`config.mk`:
```
export PLATFORM = sky130hd
export DESIGN_NAME = dust_frame_parse_convert_average_top
export DESIGN_NICKNAME = d
export VERILOG_FILES = /design/src/sv/dfpca_pkg.sv /design/src/sv/dfpca_ctrl.sv /design/src/sv/dfpca_dpath.sv /design/src/sv/dust_frame_parse_convert_average_top.sv
export SDC_FILE = /design/constraint.sdc
export NUM_CORES = 1
export LEC_CHECK = 0
export BUFFER_PORTS_ARGS = -buffer_cell sky130_fd_sc_hd__buf_4
export CAP_MARGIN = 15
export CORE_ASPECT_RATIO = 1.5
export CORE_MARGIN = 3
export CORE_UTILIZATION = 45
export CTS_CLUSTER_SIZE = 14
export DETAILED_ROUTE_END_ITERATION = 16
export MAX_ROUTING_LAYER = met4
export SETUP_SLACK_MARGIN = 0.4
export SLEW_MARGIN = 20
export SYNTH_ARGS = -nofsm -noshare
export SYNTH_HDL_FRONTEND = slang
export SYNTH_HIERARCHICAL = 1
export SYNTH_SLANG_ARGS = --single-unit
```
`constraint.sdc`:
```
create_clock -name aclk -period 9.4 [get_ports aclk]
set_clock_uncertainty 0.2 [all_clocks]
set_input_delay 0.94 -clock aclk [delete_from_list [all_inputs] [get_ports aclk]]
set_output_delay 0.94 -clock aclk [all_outputs]
set_load 0.02 [all_outputs]
```
`src/sv/dfpca_pkg.sv`:
```
// ----------------------------------------------------------------------------
// dfpca_pkg
// Shared constants, the reading conversion table and the controller/datapath
// command and status types of the dust frame parser and averager.
// ----------------------------------------------------------------------------
package dfpca_pkg;

    localparam int unsigned FRAME_LEN    = 7;
    localparam int unsigned SUM_W        = 21;
    localparam int unsigned PROD_W       = 30;
    localparam int unsigned DIV_STEPS    = 21;
    localparam int unsigned SEG_COUNT    = 13;

    localparam logic [7:0]  HEAD_MARK    = 8'hAA;
    localparam logic [7:0]  TAIL_MARK    = 8'hFF;
    localparam logic [7:0]  WINDOW_BYTES = 8'd128;
    localparam logic [4:0]  MAX_FRAMES   = 5'd31;
    localparam logic [2:0]  FILL_FULL    = 3'(FRAME_LEN);
    localparam logic [4:0]  DIV_LAST     = 5'(DIV_STEPS - 1);

    // Segment limits as raw reading thresholds: reading*5000 < T*1024 holds
    // exactly when reading < ceil(T*1024/5000).
    localparam logic [4:0] SEG_LIMIT [SEG_COUNT] = '{
        5'd9, 5'd10, 5'd11, 5'd12, 5'd12, 5'd14, 5'd15,
        5'd16, 5'd17, 5'd18, 5'd19, 5'd21, 5'd23
    };
    // Gain times five, so the value is (reading * mult) >> 10.
    localparam logic [13:0] SEG_MULT [SEG_COUNT] = '{
        14'd1000, 14'd2000, 14'd3000, 14'd3750, 14'd4500, 14'd5000, 14'd6250,
        14'd7000, 14'd8500, 14'd9000, 14'd9500, 14'd10000, 14'd11000
    };
    localparam logic [13:0] TOP_MULT     = 14'd15000;
    // Rounding offset of the lowest segment (8.5 scaled by 1024).
    localparam logic [13:0] LOW_OFFSET   = 14'd8704;

    typedef struct packed {
        logic shift_byte;   // take a byte into the window
        logic check;        // test the window, form the product
        logic acc;          // add the converted reading to the sum
        logic div_start;    // load the divider
        logic div_step;     // one quotient bit
        logic emit;         // load the output word, open a new period
    } dfpca_cmd_t;

    typedef struct packed {
        logic period_full;
        logic frame_hit;
        logic frame_room;
        logic no_frames;
        logic div_last;
        logic out_free;
    } dfpca_stat_t;

    // Product of the reading and its segment gain, scaled by 1024.
    function automatic logic [PROD_W-1:0] convert_product(input logic [15:0] adc);
        logic [13:0] mult;
        logic [13:0] offs;
        mult = TOP_MULT;
        offs = '0;
        for (int k = SEG_COUNT - 1; k >= 0; k--) begin
            if (adc < {11'd0, SEG_LIMIT[k]}) begin
                mult = SEG_MULT[k];
            end
        end
        if (adc < {11'd0, SEG_LIMIT[0]}) begin
            offs = LOW_OFFSET;
        end
        return PROD_W'(adc) * PROD_W'(mult) + PROD_W'(offs);
    endfunction

endpackage

```
`src/sv/dfpca_ctrl.sv`:
```
// ----------------------------------------------------------------------------
// dfpca_ctrl
// Sequencer: byte intake and frame check, accumulate, serial divide, emit.
// ----------------------------------------------------------------------------
module dfpca_ctrl (
    input  logic                    aclk,
    input  logic                    aresetn,
    input  logic                    s_tvalid,
    output logic                    s_tready,
    input  logic                    s_tuser,
    input  dfpca_pkg::dfpca_stat_t  stat,
    output dfpca_pkg::dfpca_cmd_t   cmd
);
    import dfpca_pkg::*;

    localparam logic [2:0] ST_IDLE  = 3'd0;
    localparam logic [2:0] ST_CHECK = 3'd1;
    localparam logic [2:0] ST_ACC   = 3'd2;
    localparam logic [2:0] ST_DIV   = 3'd3;
    localparam logic [2:0] ST_EMIT  = 3'd4;

    logic [2:0] state_reg;
    logic [2:0] state_next;
    logic       in_take;

    assign s_tready = (state_reg == ST_IDLE);
    assign in_take  = s_tvalid && s_tready;

    always_comb begin
        state_next = state_reg;
        cmd        = '0;
        case (state_reg)
            ST_IDLE: begin
                if (in_take) begin
                    if (s_tuser) begin
                        cmd.div_start = 1'b1;
                        state_next    = stat.no_frames ? ST_EMIT : ST_DIV;
                    end else if (!stat.period_full) begin
                        cmd.shift_byte = 1'b1;
                        state_next     = ST_CHECK;
                    end
                end
            end
            ST_CHECK: begin
                cmd.check  = 1'b1;
                state_next = (stat.frame_hit && stat.frame_room) ? ST_ACC : ST_IDLE;
            end
            ST_ACC: begin
                cmd.acc    = 1'b1;
                state_next = ST_IDLE;
            end
            ST_DIV: begin
                cmd.div_step = 1'b1;
                if (stat.div_last) begin
                    state_next = ST_EMIT;
                end
            end
            ST_EMIT: begin
                if (stat.out_free) begin
                    cmd.emit   = 1'b1;
                    state_next = ST_IDLE;
                end
            end
            default: begin
                state_next = ST_IDLE;
            end
        endcase
    end

    always_ff @(posedge aclk) begin
        if (!aresetn) begin
            state_reg <= ST_IDLE;
        end else begin
            state_reg <= state_next;
        end
    end

endmodule

```
`src/sv/dfpca_dpath.sv`:
```
// ----------------------------------------------------------------------------
// dfpca_dpath
// Frame window, reading conversion, period sum, restoring divider and the
// output register.
// ----------------------------------------------------------------------------
module dfpca_dpath (
    input  logic                    aclk,
    input  logic                    aresetn,
    input  logic [7:0]              s_tdata,
    input  dfpca_pkg::dfpca_cmd_t   cmd,
    output dfpca_pkg::dfpca_stat_t  stat,
    output logic                    m_tvalid,
    input  logic                    m_tready,
    output logic [23:0]             m_tdata,
    output logic                    m_tuser
);
    import dfpca_pkg::*;

    logic [7:0]        win_reg [FRAME_LEN];
    logic [2:0]        fill_reg;
    logic [7:0]        pbytes_reg;
    logic [SUM_W-1:0]  sum_reg;
    logic [4:0]        frames_reg;
    logic [15:0]       last_avg_reg;
    logic [PROD_W-1:0] prod_reg;
    logic [SUM_W-1:0]  quot_reg;
    logic [4:0]        rem_reg;
    logic [4:0]        cnt_reg;
    logic              out_valid_reg;
    logic [15:0]       out_pm_reg;
    logic [4:0]        out_count_reg;
    logic              out_flag_reg;

    logic [7:0]  csum;
    logic [15:0] conv;
    logic [5:0]  trial;
    logic        trial_ge;
    logic [15:0] avg_sat;

    assign csum = win_reg[1] + win_reg[2] + win_reg[3] + win_reg[4];

    assign stat.period_full = (pbytes_reg >= WINDOW_BYTES);
    assign stat.frame_hit   = (fill_reg == FILL_FULL) && (win_reg[0] == HEAD_MARK)
                              && (win_reg[FRAME_LEN-1] == TAIL_MARK) && (csum == win_reg[5]);
    assign stat.frame_room  = (frames_reg < MAX_FRAMES);
    assign stat.no_frames   = (frames_reg == 5'd0);
    assign stat.div_last    = (cnt_reg == DIV_LAST);
    assign stat.out_free    = !out_valid_reg || m_tready;

    // Drop the 1024 scale, clip to 16 bits.
    assign conv     = (|prod_reg[PROD_W-1:26]) ? 16'hFFFF : prod_reg[25:10];

    assign trial    = {rem_reg, quot_reg[SUM_W-1]};
    assign trial_ge = (trial >= {1'b0, frames_reg});
    assign avg_sat  = (|quot_reg[SUM_W-1:16]) ? 16'hFFFF : quot_reg[15:0];

    // Window contents matter only once the fill count reaches a full frame.
    always_ff @(posedge aclk) begin
        if (cmd.shift_byte) begin
            for (int i = 0; i < FRAME_LEN - 1; i++) begin
                win_reg[i] <= win_reg[i+1];
            end
            win_reg[FRAME_LEN-1] <= s_tdata;
        end
        if (cmd.check) begin
            prod_reg <= convert_product({win_reg[1], win_reg[2]});
        end
        if (cmd.div_start) begin
            quot_reg <= sum_reg;
            rem_reg  <= '0;
        end else if (cmd.div_step) begin
            quot_reg <= {quot_reg[SUM_W-2:0], trial_ge};
            rem_reg  <= trial_ge ? 5'(trial - {1'b0, frames_reg}) : trial[4:0];
        end
        if (cmd.div_start) begin
            cnt_reg <= '0;
        end else if (cmd.div_step) begin
            cnt_reg <= cnt_reg + 5'd1;
        end
        if (cmd.emit) begin
            out_pm_reg    <= stat.no_frames ? last_avg_reg : avg_sat;
            out_count_reg <= frames_reg;
            out_flag_reg  <= stat.no_frames;
        end
    end

    always_ff @(posedge aclk) begin
        if (!aresetn) begin
            fill_reg      <= '0;
            pbytes_reg    <= '0;
            sum_reg       <= '0;
            frames_reg    <= '0;
            last_avg_reg  <= '0;
            out_valid_reg <= 1'b0;
        end else begin
            if (cmd.emit) begin
                fill_reg   <= '0;
                pbytes_reg <= '0;
                sum_reg    <= '0;
                frames_reg <= '0;
                if (!stat.no_frames) begin
                    last_avg_reg <= avg_sat;
                end
            end else begin
                if (cmd.shift_byte) begin
                    pbytes_reg <= pbytes_reg + 8'd1;
                    if (fill_reg != FILL_FULL) begin
                        fill_reg <= fill_reg + 3'd1;
                    end
                end
                if (cmd.check && stat.frame_hit) begin
                    fill_reg <= '0;
                end
                if (cmd.acc) begin
                    sum_reg    <= sum_reg + {5'd0, conv};
                    frames_reg <= frames_reg + 5'd1;
                end
            end
            if (cmd.emit) begin
                out_valid_reg <= 1'b1;
            end else if (m_tready) begin
                out_valid_reg <= 1'b0;
            end
        end
    end

    assign m_tvalid = out_valid_reg;
    assign m_tdata  = {3'd0, out_count_reg, out_pm_reg};
    assign m_tuser  = out_flag_reg;

endmodule

```
`src/sv/dust_frame_parse_convert_average_top.sv`:
```
// ----------------------------------------------------------------------------
// dust_frame_parse_convert_average_top
// Dust sensor frame parser, reading converter and per-period averager.
// ----------------------------------------------------------------------------
// Usage:
//   Input words carry either a sensor byte (s_tuser = 0, byte in s_tdata) or
//   an end-of-period tick (s_tuser = 1). Bytes are scanned for the frame
//   AA d1 d2 d3 d4 sum FF; a good frame (at most 31 per period) converts
//   reading d1:d2 through the segment gain table and adds it to the period
//   sum. Only the first 128 bytes of a period count. A tick produces one
//   output word: the average (or, with no frames, the previous average, m_tuser = 1).
// Throughput: a byte holds the input through its check step, and through the
//   accumulate step when a frame is summed; a byte dropped because the period
//   is full is taken without either step. A tick holds the input through the
//   bit-serial divider, one quotient bit per cycle over 21 bits, and the emit
//   step, where its word is loaded into the output register. Ticks with no
//   frames skip the divider and go straight to the emit step.
// Reset: aresetn low clears the period, the window fill count and the held average;
//   the output word is dropped.
// Stall: a finished word waits in the output register while bytes keep
//   being taken; a further tick holds in its emit step until the word is
//   taken.
// ----------------------------------------------------------------------------
module dust_frame_parse_convert_average_top (
    input  logic        aclk,
    input  logic        aresetn,
    input  logic        s_tvalid,
    output logic        s_tready,
    input  logic [7:0]  s_tdata,   // [7:0] rx_byte
    input  logic        s_tuser,   // [0] func
    output logic        m_tvalid,
    input  logic        m_tready,
    output logic [23:0] m_tdata,   // [15:0] pm_value, [20:16] frame_count, [23:21] zero
    output logic        m_tuser    // [0] no_frames
);
    import dfpca_pkg::*;

    dfpca_cmd_t  cmd;
    dfpca_stat_t stat;

    // Sequencer: owns the input handshake and steps the datapath.
    dfpca_ctrl u_ctrl (
        .aclk     (aclk),
        .aresetn  (aresetn),
        .s_tvalid (s_tvalid),
        .s_tready (s_tready),
        .s_tuser  (s_tuser),
        .stat     (stat),
        .cmd      (cmd)
    );

    // Datapath: window, conversion, sum, divider and the output register.
    dfpca_dpath u_dpath (
        .aclk     (aclk),
        .aresetn  (aresetn),
        .s_tdata  (s_tdata),
        .cmd      (cmd),
        .stat     (stat),
        .m_tvalid (m_tvalid),
        .m_tready (m_tready),
        .m_tdata  (m_tdata),
        .m_tuser  (m_tuser)
    );

endmodule
```
==> results.md, run 1 <==
- RD Place Congestion: 0.862
- Power Density: 274 nW/µm²
- Final worst setup slack: 1.65 ns
- Post_cts resized: 0
- Hold Path Class: flip-flop to flip-flop
- Reg2reg path depth: 23
- DR WL/cell: 15.0 µm
- Routed via count: 9616
- Slew HR: 41.8%
- Distinct cell type count after synthesis: 81
- Die height: 232 µm
- Synth top area share: 23.4%
- Unrepaired setup endpoints after global routing: false
- Drt via density: 5.03
- Max frequency: 129 MHz
- Static Leak: 7.27 nW
- Syn Inst Count: 1429
- Post-DP HPWL: 23300 µm
- Placed inst area: 16100 µm²
- Routed wire length: 28700 µm
- Switching share of power: 41.5%
- Antenna violations before repair: 0
- ANT cells: 0
- FFs w/ async S/R, synth: 0%
- Syn Area/Cell: 10.7 µm²
- Root Buffer: clkbuf_16
- Detail Route Antenna Nets: 0
- Vias in the first global route: 10100
- Cts hold-fix bufs: 0
- Synthesis-to-layout area growth: 8.87%
- Total GRT Usage: 17.3%
- Clk pwr share: 15.2%
- Setup TNS: 0 ns
- Initial Utilization: 45.7%
- Fin. max-slew vios: 0
- Crit. End Element: flip-flop
- Leading area contributor after synthesis: edfxtp_1
- Max_cap viols: 0
- Num CTS Buffers: 17
- Multi-input logic area: 9400 µm²
- Die area: 36300 µm²
- WP data arrival: 7.73 ns
- Ratio of cells with drive above 1 in the final layout: 9.05%
- Power, Total: 4.56 mW
- Minimum clock period: 7.75 ns
- Switching power of the nets: 1.89 mW
- Final hold violation count: 0
- Critical path fanouts, max: 17
- Worst Path Required: 9.38 ns
- Sequential fraction of design power: 24.7%
- Status: finished clean
- Total grt overflow: 0
- Most frequent cell after synthesis: inv_1
- Final nets: 1790
- Worst-Margin Slew: 0.873 ns
- Final instance area: 16600 µm²
- Clock Latency Late Sink: 0.45 ns
- I/O Buffers: 36
- Register area share after synthesis: 32.2%
- Number of synthesized flops with an enable pin: 119
- Initial drt markers: 328
- Max reg flops: 56
- Synth warn: 6
- Rows: 82
- WHS Endpoint: u_dpath/win_reg[5][6]$_DFFE_PP_
- #FFs+latches synth: 186
- Reg-to-reg setup timing slack: 1.65 ns
- HP Start: u_dpath/win_reg[6][6]$_DFFE_PP_
- Mapped cell area: 15300 µm²
- Wire length of the first global-routing pass: 48800 µm
- Clk buf depth: 2
- Post-route DRC: 0
- FF+latch area: 4910 µm²
- Die X: 156 µm
- Sink Count: 186
- Post-CTS setup buffers: 0
- Peak supply drop: 0.254 mV
- Type of the worst setup path: flip-flop to flip-flop
- Most area-consuming cells after synthesis: edfxtp_1 23%, fa_1 22%, ha_1 10%, dfxtp_1 8.8%, inv_1 5.8%
- CP Launch Type: flip-flop
- # setup viols final: 0
- Most instantiated cells after synthesis: 237 x inv_1, 171 x fa_1, 128 x ha_1, 119 x edfxtp_1, 98 x nor2_1
- Pre-CTS WS: 1.67 ns
- First-pass DRT Iterations: 4
- Final Cycle Share: 82.5%
- Pint: 2.67 mW
- Worst Hold Depth: 0
- H-Tree Depth: 4
- Pin count of the biggest net entering global routing: 64
- Clock slew at reported path FFs: 0.07 ns
- TritonCTS clock tree: done
- Combinational power share: 60.1%
- Fillers: 3069
- Ys flop type: edfxtp_1
- Core ar.: 33400 µm²
- # IOs: 40
- Reg2Reg Capture Point: u_dpath/prod_reg[29]$_DFFE_PP_
- R2r startpoint: u_dpath/win_reg[2][5]$_DFFE_PP_
==> metal layers <==
metal  global-route usage (%)  vias up  share of wire (%)
li1                         -     4724                  -
met1                     18.7     4697                 39
met2                     31.9      153                 56
met3                     2.65       42                2.5
met4                     6.08        0                2.8
met5                        -        -                  0
==> cells by family after synthesis <==
group                      share of synthesized area [%]
muxes                                               3.84
other                                             0.0491
xor gates and xnor gates                            3.61
adders and majority gates                           32.9
and+or+nand+nor                                     11.2
AOI/OAI and AO/OA                                   8.02
DFF                                                 32.2
buffers and inverters                               8.21
==> power groups by stage <==
stage	clock [mW]	combinational, mW	sequential [mW]
after floorplan	0	2.26	1.13
after global placement	0	2.72	1.14
after detailed placement	0	2.75	1.15
after CTS	0.720	2.79	1.13
after global routing	0.748	3.16	1.13
final	0.693	2.74	1.13
==> worst max-delay path, stage by stage (launching register included) <==
cell and delay, ns:
edfxtp_1 0.65, nor4_4 0.39, nand3_1 0.49, nor2_1 0.50, a31oi_1 0.18, fa_1 0.58, inv_1 0.06, fa_1 0.42
inv_1 0.07, fa_1 0.40, inv_1 0.08, fa_1 0.43, fa_1 0.42, inv_1 0.08, fa_1 0.43, ha_1 0.37
a21o_1 0.17, a21o_1 0.19, o21ai_2 0.20, a21oi_4 0.12, nor4_4 0.42, nor2_2 0.10, a2111oi_1 0.45, a211oi_2 0.09
==> layout make-up <==
type	instances	area share, %
Tap cell	420	3.16
Timing Repair Buffer	46	2.08
Inverter	238	5.37
Clock inverter	14	0.820
Multi-Input combinational cell	989	56.5
Sequential cell	186	29.5
Clock buffer	18	2.58
==> per-stage QoR <==
stage,hold slack (ns),util [%],instances
2_1_floorplan,0.221,-,1498
3_3_place_gp,0.233,48.1,1879
3_5_place_dp,0.238,48.1,1879
4_1_cts,0.255,49.7,1911
5_1_grt,0.269,49.7,1911
6_report,0.260,49.7,1911
==> layout by cell type, fill, tap and decap left out, types with 6 or more instances in the layout <==
master     Yosys  routed
mux2_2        21      21
a21o_1        16      16
and2_1         7       7
mux2i_1       35      35
nand3_1       18      18
fa_1         171     171
clkbuf_16      0      17
a211oi_1       9       9
dfxtp_1       67      67
a21oi_1       53      53
nor4_1         8       7
edfxtp_1     119     119
buf_4          4      46
and3_1        11      11
nand2b_1      26      26
nand2_1       57      57
a31oi_1        6       6
o21ai_0       24      24
ha_1         128     128
nand4_1       19      19
o22a_1        16      16
inv_1        237     237
nor3_1        14      13
nor2b_1       27      27
o21ai_1       10      10
xor2_1        20      20
nor2_1        98      98
conb_1         2      71
xnor2_1       43      43
==> worst max-delay path by stage <==
stage | slack, ns | startpoint | depth (start not counted) | endpoint
after CTS | 1.64 | u_dpath/win_reg[2][5]$_DFFE_PP_ | 23 | u_dpath/prod_reg[29]$_DFFE_PP_
after global placement | 1.81 | u_dpath/win_reg[2][5]$_DFFE_PP_ | 23 | u_dpath/prod_reg[29]$_DFFE_PP_
after global routing | 1.12 | u_dpath/win_reg[1][2]$_DFFE_PP_ | 20 | u_dpath/prod_reg[29]$_DFFE_PP_
after detailed placement | 1.67 | u_dpath/win_reg[2][5]$_DFFE_PP_ | 20 | u_dpath/prod_reg[29]$_DFFE_PP_
after floorplan | 2.67 | u_dpath/win_reg[1][3]$_DFFE_PP_ | 24 | u_dpath/prod_reg[29]$_DFFE_PP_
final | 1.65 | u_dpath/win_reg[2][5]$_DFFE_PP_ | 23 | u_dpath/prod_reg[29]$_DFFE_PP_
Note: power is estimated with default switching activity, not from simulation.
==> inputs of run 2 (changes only) <==
Settings changed: ABC_AREA from default to 1.
Clock period 9.4 ns to 7.9 ns, I/O delays scaled along.
==> run 2 against run 1 <==
Critical endpoint is now u_dpath/prod_reg[25]$_DFFE_PP_. Die area increased by 2.0%. Final area is 2.4% higher. Global-route usage rose by 3.0 points. Critical path depth stayed put. Sequential cell count unchanged. Utilization grew 0.56 points.
==> results.md, run 2 <==
- Most frequent cell after synthesis: inv_1 (unchanged)
- Routed wire length: 34400 µm (was 28700 µm)
- Leading area contributor after synthesis: edfxtp_1 (unchanged)
- Register area share after synthesis: 31.5% (was 32.2%)
- ANT cells: 0 (unchanged)
- Pin count of the biggest net entering global routing: 57 (was 64)
- TritonCTS clock tree: done (unchanged)
- # IOs: 40 (unchanged)
- Fin. max-slew vios: 0 (unchanged)
- Ratio of cells with drive above 1 in the final layout: 7.03% (was 9.05%)
- Final Cycle Share: 88.6% (was 82.5%)
- Antenna violations before repair: 0 (unchanged)
- Most common cell on crit path: fa_1 (unchanged)
- Minimum clock period: 7.00 ns (was 7.75 ns)
- Die area: 37000 µm² (was 36300 µm²)
- Top delay family on crit path: adder cells (unchanged)
- RD Place Congestion: 0.942 (was 0.862)
- Critical path buffers and inverters: 3 (was 4)
- Post-route DRC: 0 (unchanged)
- Critical path fanouts, max: 13 (was 17)
- Unrepaired setup endpoints after global routing: false (unchanged)
- Most frequent cells in the layout: 373 x inv_1, 240 x nand2_1, 171 x fa_1 (was 237 x inv_1, 171 x fa_1, 128 x ha_1)
- Detail Route Antenna Nets: 0 (unchanged)
- Max_cap viols: 0 (unchanged)
- Status: finished clean (unchanged)
- Syn Inst Count: 1733 (was 1429)
- DR WL/cell: 15.4 µm (was 15.0 µm)
- Post-DP HPWL: 28600 µm (was 23300 µm)
- Setup TNS: 0 ns (unchanged)
- Final nets: 2105 (was 1790)
- WP data arrival: 7.00 ns (was 7.73 ns)
- Crit. End Element: flip-flop (unchanged)
- Clk buf depth: 2 (unchanged)
- Synth top area share: 22.9% (was 23.4%)
- Routed via count: 11000 (was 9616)
- Worst-Margin Slew: 0.981 ns (was 0.873 ns)
- # setup viols final: 0 (unchanged)
- Post_cts resized: 0 (unchanged)
- Core ar.: 33900 µm² (was 33400 µm²)
- Root Buffer: clkbuf_16 (unchanged)
- Die height: 234 µm (was 232 µm)
- Placed cells: 2194 (was 1879)
- Vias in the first global route: 11400 (was 10100)
- Most common cell after layout, fill and taps aside: inv_1 (unchanged)
- Type of the worst setup path: flip-flop to flip-flop (unchanged)
- Synthesis-to-layout area growth: 9.16% (was 8.87%)
- Drt via density: 4.92 (was 5.03)
- CP Launch Type: flip-flop (unchanged)
- Clock slew at reported path FFs: 0.08 ns (was 0.07 ns)
- Most area-consuming cells after synthesis: edfxtp_1 23%, fa_1 22%, ha_1 10%, inv_1 9.0%, dfxtp_1 8.6% (was edfxtp_1 23%, fa_1 22%, ha_1 10%, dfxtp_1 8.8%, inv_1 5.8%)
- Final hold violation count: 0 (unchanged)
- Hold Path Class: flip-flop to flip-flop (unchanged)
- Initial drt markers: 479 (was 328)
- Max frequency: 143 MHz (was 129 MHz)
- Mapped cell area: 15600 µm² (was 15300 µm²)
- Die X: 158 µm (was 156 µm)
- Initial Utilization: 46.1% (was 45.7%)
- Max reg flops: 56 (unchanged)
- Most instantiated cells after synthesis: 373 x inv_1, 240 x nand2_1, 171 x fa_1, 128 x ha_1, 119 x edfxtp_1 (was 237 x inv_1, 171 x fa_1, 128 x ha_1, 119 x edfxtp_1, 98 x nor2_1)
- CP max-delay cell: edfxtp_1 (unchanged)
- First-pass DRT Iterations: 6 (was 4)
- Syn Area/Cell: 9.01 µm² (was 10.7 µm²)
- Post-route insts no fill: 2226 (was 1911)
- Distinct cell type count after synthesis: 50 (was 81)
- Ys flop type: edfxtp_1 (unchanged)
- FFs w/ async S/R, synth: 0% (unchanged)
- Synth warn: 6 (unchanged)
- Wire length of the first global-routing pass: 56800 µm (was 48800 µm)
- Cell Chain, Critical Path: inv_1, a21oi_1, nor2_1, o31ai_1, nand2_1, a21oi_1, inv_1, nand2_1, fa_1, fa_1, inv_1, fa_1, fa_1, fa_1, fa_1, ha_1, a21oi_1, o21ai_0, a21oi_1, o31ai_1, a21oi_1, nand2_1, xor2_1 (was nor4_4, nand3_1, nor2_1, a31oi_1, fa_1, inv_1, fa_1, inv_1, fa_1, inv_1, fa_1, fa_1, inv_1, fa_1, ha_1, a21o_1, a21o_1, o21ai_2, a21oi_4, nor4_4, nor2_2, a2111oi_1, a211oi_2)
- Total grt overflow: 0 (unchanged)
- Largest stage delay, worst path: 0.86 ns (was 0.65 ns)
- Final core utilization: 50.3% (was 49.7%)
- Rows: 82 (unchanged)
- Post-CTS setup buffers: 0 (unchanged)
- Number of synthesized flops with an enable pin: 119 (unchanged)
- Clock Latency Late Sink: 0.45 ns (about the same)
- H-Tree Depth: 4 (unchanged)
- Worst Path Required: 7.90 ns (was 9.38 ns)
- Sink Count: 186 (unchanged)
- Total GRT Usage: 20.3% (was 17.3%)
- #FFs+latches synth: 186 (unchanged)
- Cts hold-fix bufs: 0 (unchanged)
- I/O Buffers: 36 (unchanged)
- Num CTS Buffers: 17 (unchanged)
- Slew HR: 34.4% (was 41.8%)
## run 2: cell types whose count changed after synthesis, moves of 13 or more
cell	change
o21ai_0	+94
nand2_1	+183
nor2b_1	-27
nand3_1	+46
o22a_1	-16
mux2_2	-21
inv_1	+136
xor2_1	+13
mux2i_1	-33
a21oi_1	+45
nand2b_1	-26
xnor2_1	-32
nand2_2	+16
## run 2: area by class of cell
cell class	instances	area, µm²
timing repair buffer	47	353
sequential	186	4910
clock inverter	15	174
tap	420	526
fill	3260	16800
multi-input combinational	1157	9200
clock buffer	17	425
inverter	384	1440
## run 2: final timing paths
check / startpoint / to / slack [ns] / cells after the start
setup / recovery: u_dpath/win_reg[2][4]$_DFFE_PP_ / u_dpath/prod_reg[25]$_DFFE_PP_ / 0.90 / 23
hold / removal: u_dpath/win_reg[6][7]$_DFFE_PP_ / u_dpath/win_reg[5][7]$_DFFE_PP_ / 0.26 / 0
setup reg to reg: u_dpath/win_reg[2][4]$_DFFE_PP_ / u_dpath/prod_reg[25]$_DFFE_PP_ / 0.90 / 23
hold reg to reg: u_dpath/win_reg[6][7]$_DFFE_PP_ / u_dpath/win_reg[5][7]$_DFFE_PP_ / 0.26 / 0
## run 2: kinds of logic (layout without fill, tap and decap cells)
| kind of cell | count (synthesis) | count (layout) | synth area share [%] |
|---|---|---|---|
| simple gates | 489 | 489 | 13.6 |
| buf+inv | 459 | 463 | 11.3 |
| fa+ha+maj | 299 | 299 | 32.2 |
| compound gates | 252 | 252 | 8.71 |
| flops | 186 | 186 | 31.5 |
| xor+xnor | 44 | 44 | 2.47 |
| other cells | 2 | 71 | 0.0481 |
| mux | 2 | 2 | 0.128 |
## run 2: metal layers
| layer | GRT usage (%) | vias to the layer above | part of all wire [%] |
|---|---|---|---|
| met2 | 40.1 | 136 | 58 |
| met1 | 20.6 | 5298 | 38 |
| li1 | - | 5494 | - |
| met5 | - | - | 0 |
| met3 | 2.44 | 30 | 2.0 |
| met4 | 6.24 | 0 | 2.6 |
## run 2: stage by stage
step	cell area, µm²	hold WS [ns]	setup slack [ns]
6_report	17000	0.256	0.899
5_1_grt	17000	0.289	0.493
4_1_cts	17000	0.261	0.885
3_5_place_dp	16400	0.239	0.920
3_3_place_gp	16400	0.236	0.951
2_1_floorplan	15900	0.223	1.61
Power of run 2 is not shown: default switching activity piles up to over one toggle a cycle in this logic, so the estimate is an artifact.
==> inputs of run 3 (changes only) <==
Settings changed: CORE_UTILIZATION 45 to 32.
==> run 3 against run 2 <==
Fmax increased by 0.63%. Non-clock buffer count increased by 3. Global-route usage decreased by 6.2 points. Critical path depth increased by 2. Hold slack got worse by 0.0026 ns. Setup slack improved by 0.044 ns. Die area increased by 39%. Sequential cell count unchanged. Critical endpoint unchanged.
==> results.md, run 3 (synthesis gave the netlist of run 2 again) <==
- Total GRT Usage: 14.1% (was 20.3%)
- Worst Path Required: 7.91 ns (was 7.90 ns)
- Detail Route Antenna Nets: 0 (unchanged)
- Post-CTS setup buffers: 0 (unchanged)
- Max frequency: 144 MHz (was 143 MHz)
- Unrepaired setup endpoints after global routing: false (unchanged)
- Clk buf depth: 2 (unchanged)
- # setup viols final: 0 (unchanged)
- H-Tree Depth: 4 (unchanged)
- Top delay family on crit path: adder cells (unchanged)
- Fin. max-slew vios: 0 (unchanged)
- Max reg flops: 56 (unchanged)
- Post-route DRC: 0 (unchanged)
- Reg-to-reg setup timing slack: 0.94 ns (was 0.90 ns)
- DR WL/cell: 13.9 µm (was 15.4 µm)
- Hold_ws: 0.253 ns (was 0.256 ns)
- Die area: 51500 µm² (was 37000 µm²)
- Antenna violations before repair: 1 (was 0)
- WP data arrival: 6.97 ns (was 7.00 ns)
- Total grt overflow: 0 (unchanged)
- Cts hold-fix bufs: 0 (unchanged)
- Post_cts resized: 0 (unchanged)
- Clock slew at reported path FFs: 0.08 ns (about the same)
- Routed wire length: 34100 µm (was 34400 µm)
- Most frequent cells in the layout: 373 x inv_1, 240 x nand2_1, 171 x fa_1 (unchanged)
- Die height: 276 µm (was 234 µm)
- Type of the worst setup path: flip-flop to flip-flop (unchanged)
- Rows: 98 (was 82)
- Final Cycle Share: 88.1% (was 88.6%)
- Initial Utilization: 32.6% (was 46.1%)
- TritonCTS clock tree: done (unchanged)
- Max_cap viols: 0 (unchanged)
- Crit. End Element: flip-flop (unchanged)
- Most common cell on crit path: fa_1 (unchanged)
- Pre-CTS WS: 0.946 ns (was 0.920 ns)
- Pin count of the biggest net entering global routing: 62 (was 57)
- First-pass DRT Iterations: 5 (was 6)
- Critical path buffers and inverters: 3 (unchanged)
- Setup TNS: 0 ns (unchanged)
- Status: finished clean (unchanged)
- Core ar.: 47900 µm² (was 33900 µm²)
- RD Place Congestion: 0.900 (was 0.942)
- Hold Path Class: flip-flop to flip-flop (unchanged)
- Critical path fanouts, max: 10 (was 13)
- # IOs: 40 (unchanged)
- Minimum clock period: 6.96 ns (was 7.00 ns)
- Die X: 186 µm (was 158 µm)
- Post-DP HPWL: 28000 µm (was 28600 µm)
- CP max-delay cell: edfxtp_1 (unchanged)
- Final nets: 2108 (was 2105)
- Most common cell after layout, fill and taps aside: inv_1 (unchanged)
- Final core utilization: 36.1% (was 50.3%)
- Synthesis-to-layout area growth: 10.8% (was 9.16%)
- Final hold violation count: 0 (unchanged)
- Final worst setup slack: 0.943 ns (was 0.899 ns)
- I/O Buffers: 36 (unchanged)
- Largest stage delay, worst path: 0.64 ns (was 0.86 ns)
- Wire length of the first global-routing pass: 57100 µm (was 56800 µm)
- Slew HR: 30.1% (was 34.4%)
- Vias in the first global route: 11600 (was 11400)
- CP Launch Type: flip-flop (unchanged)
- Clock Latency Late Sink: 0.46 ns (was 0.45 ns)
- Num CTS Buffers: 17 (unchanged)
- Ratio of cells with drive above 1 in the final layout: 7.08% (was 7.03%)
- Worst-Margin Slew: 1.05 ns (was 0.981 ns)
- Fillers: 4927 (was 3260)
- Initial drt markers: 506 (was 479)
- Routed via count: 11000 (about the same)
- ANT cells: 0 (unchanged)
- Root Buffer: clkbuf_16 (unchanged)
- Sink Count: 186 (unchanged)
- Drt via density: 4.49 (was 4.92)
## run 3: per-layer routing
metal  vias to the layer above  track usage [%]  part of all wire, %
met5                         -                -                    0
met4                         0             5.47                  3.3
met3                        56             2.02                  2.5
met2                       159             27.1                   56
met1                      5341             14.5                   38
li1                       5492                -                    -
## run 3: worst paths after layout
path                                                      start                               to  depth (start not counted)
worst max-delay path            u_dpath/win_reg[2][6]$_DFFE_PP_   u_dpath/prod_reg[25]$_DFFE_PP_                         25
worst min-delay path            u_dpath/win_reg[6][4]$_DFFE_PP_  u_dpath/win_reg[5][4]$_DFFE_PP_                          0
worst max register to register  u_dpath/win_reg[2][6]$_DFFE_PP_   u_dpath/prod_reg[25]$_DFFE_PP_                         25
worst min register to register  u_dpath/win_reg[6][4]$_DFFE_PP_  u_dpath/win_reg[5][4]$_DFFE_PP_                          0
## run 3: through the flow
| step | std cells | area [µm²] |
|---|---|---|
| finish | 2459 | 17300 |
| global route | 2459 | 17300 |
| CTS | 2459 | 17300 |
| detailed placement | 2427 | 16700 |
| global placement | 2427 | 16700 |
| floorplan | 1802 | 15900 |
## run 3: layout make-up
cell class / count / area [µm²] / area share, %
well taps: 650 / 813 / 4.70
clock inverters: 13 / 114 / 0.658
multi-input cells: 1157 / 9200 / 53.2
inverters: 384 / 1440 / 8.34
clock buffers: 19 / 433 / 2.50
repair buffers: 50 / 375 / 2.17
flip-flops and latches: 186 / 4910 / 28.4
Power of run 3 is left out for the same reason.
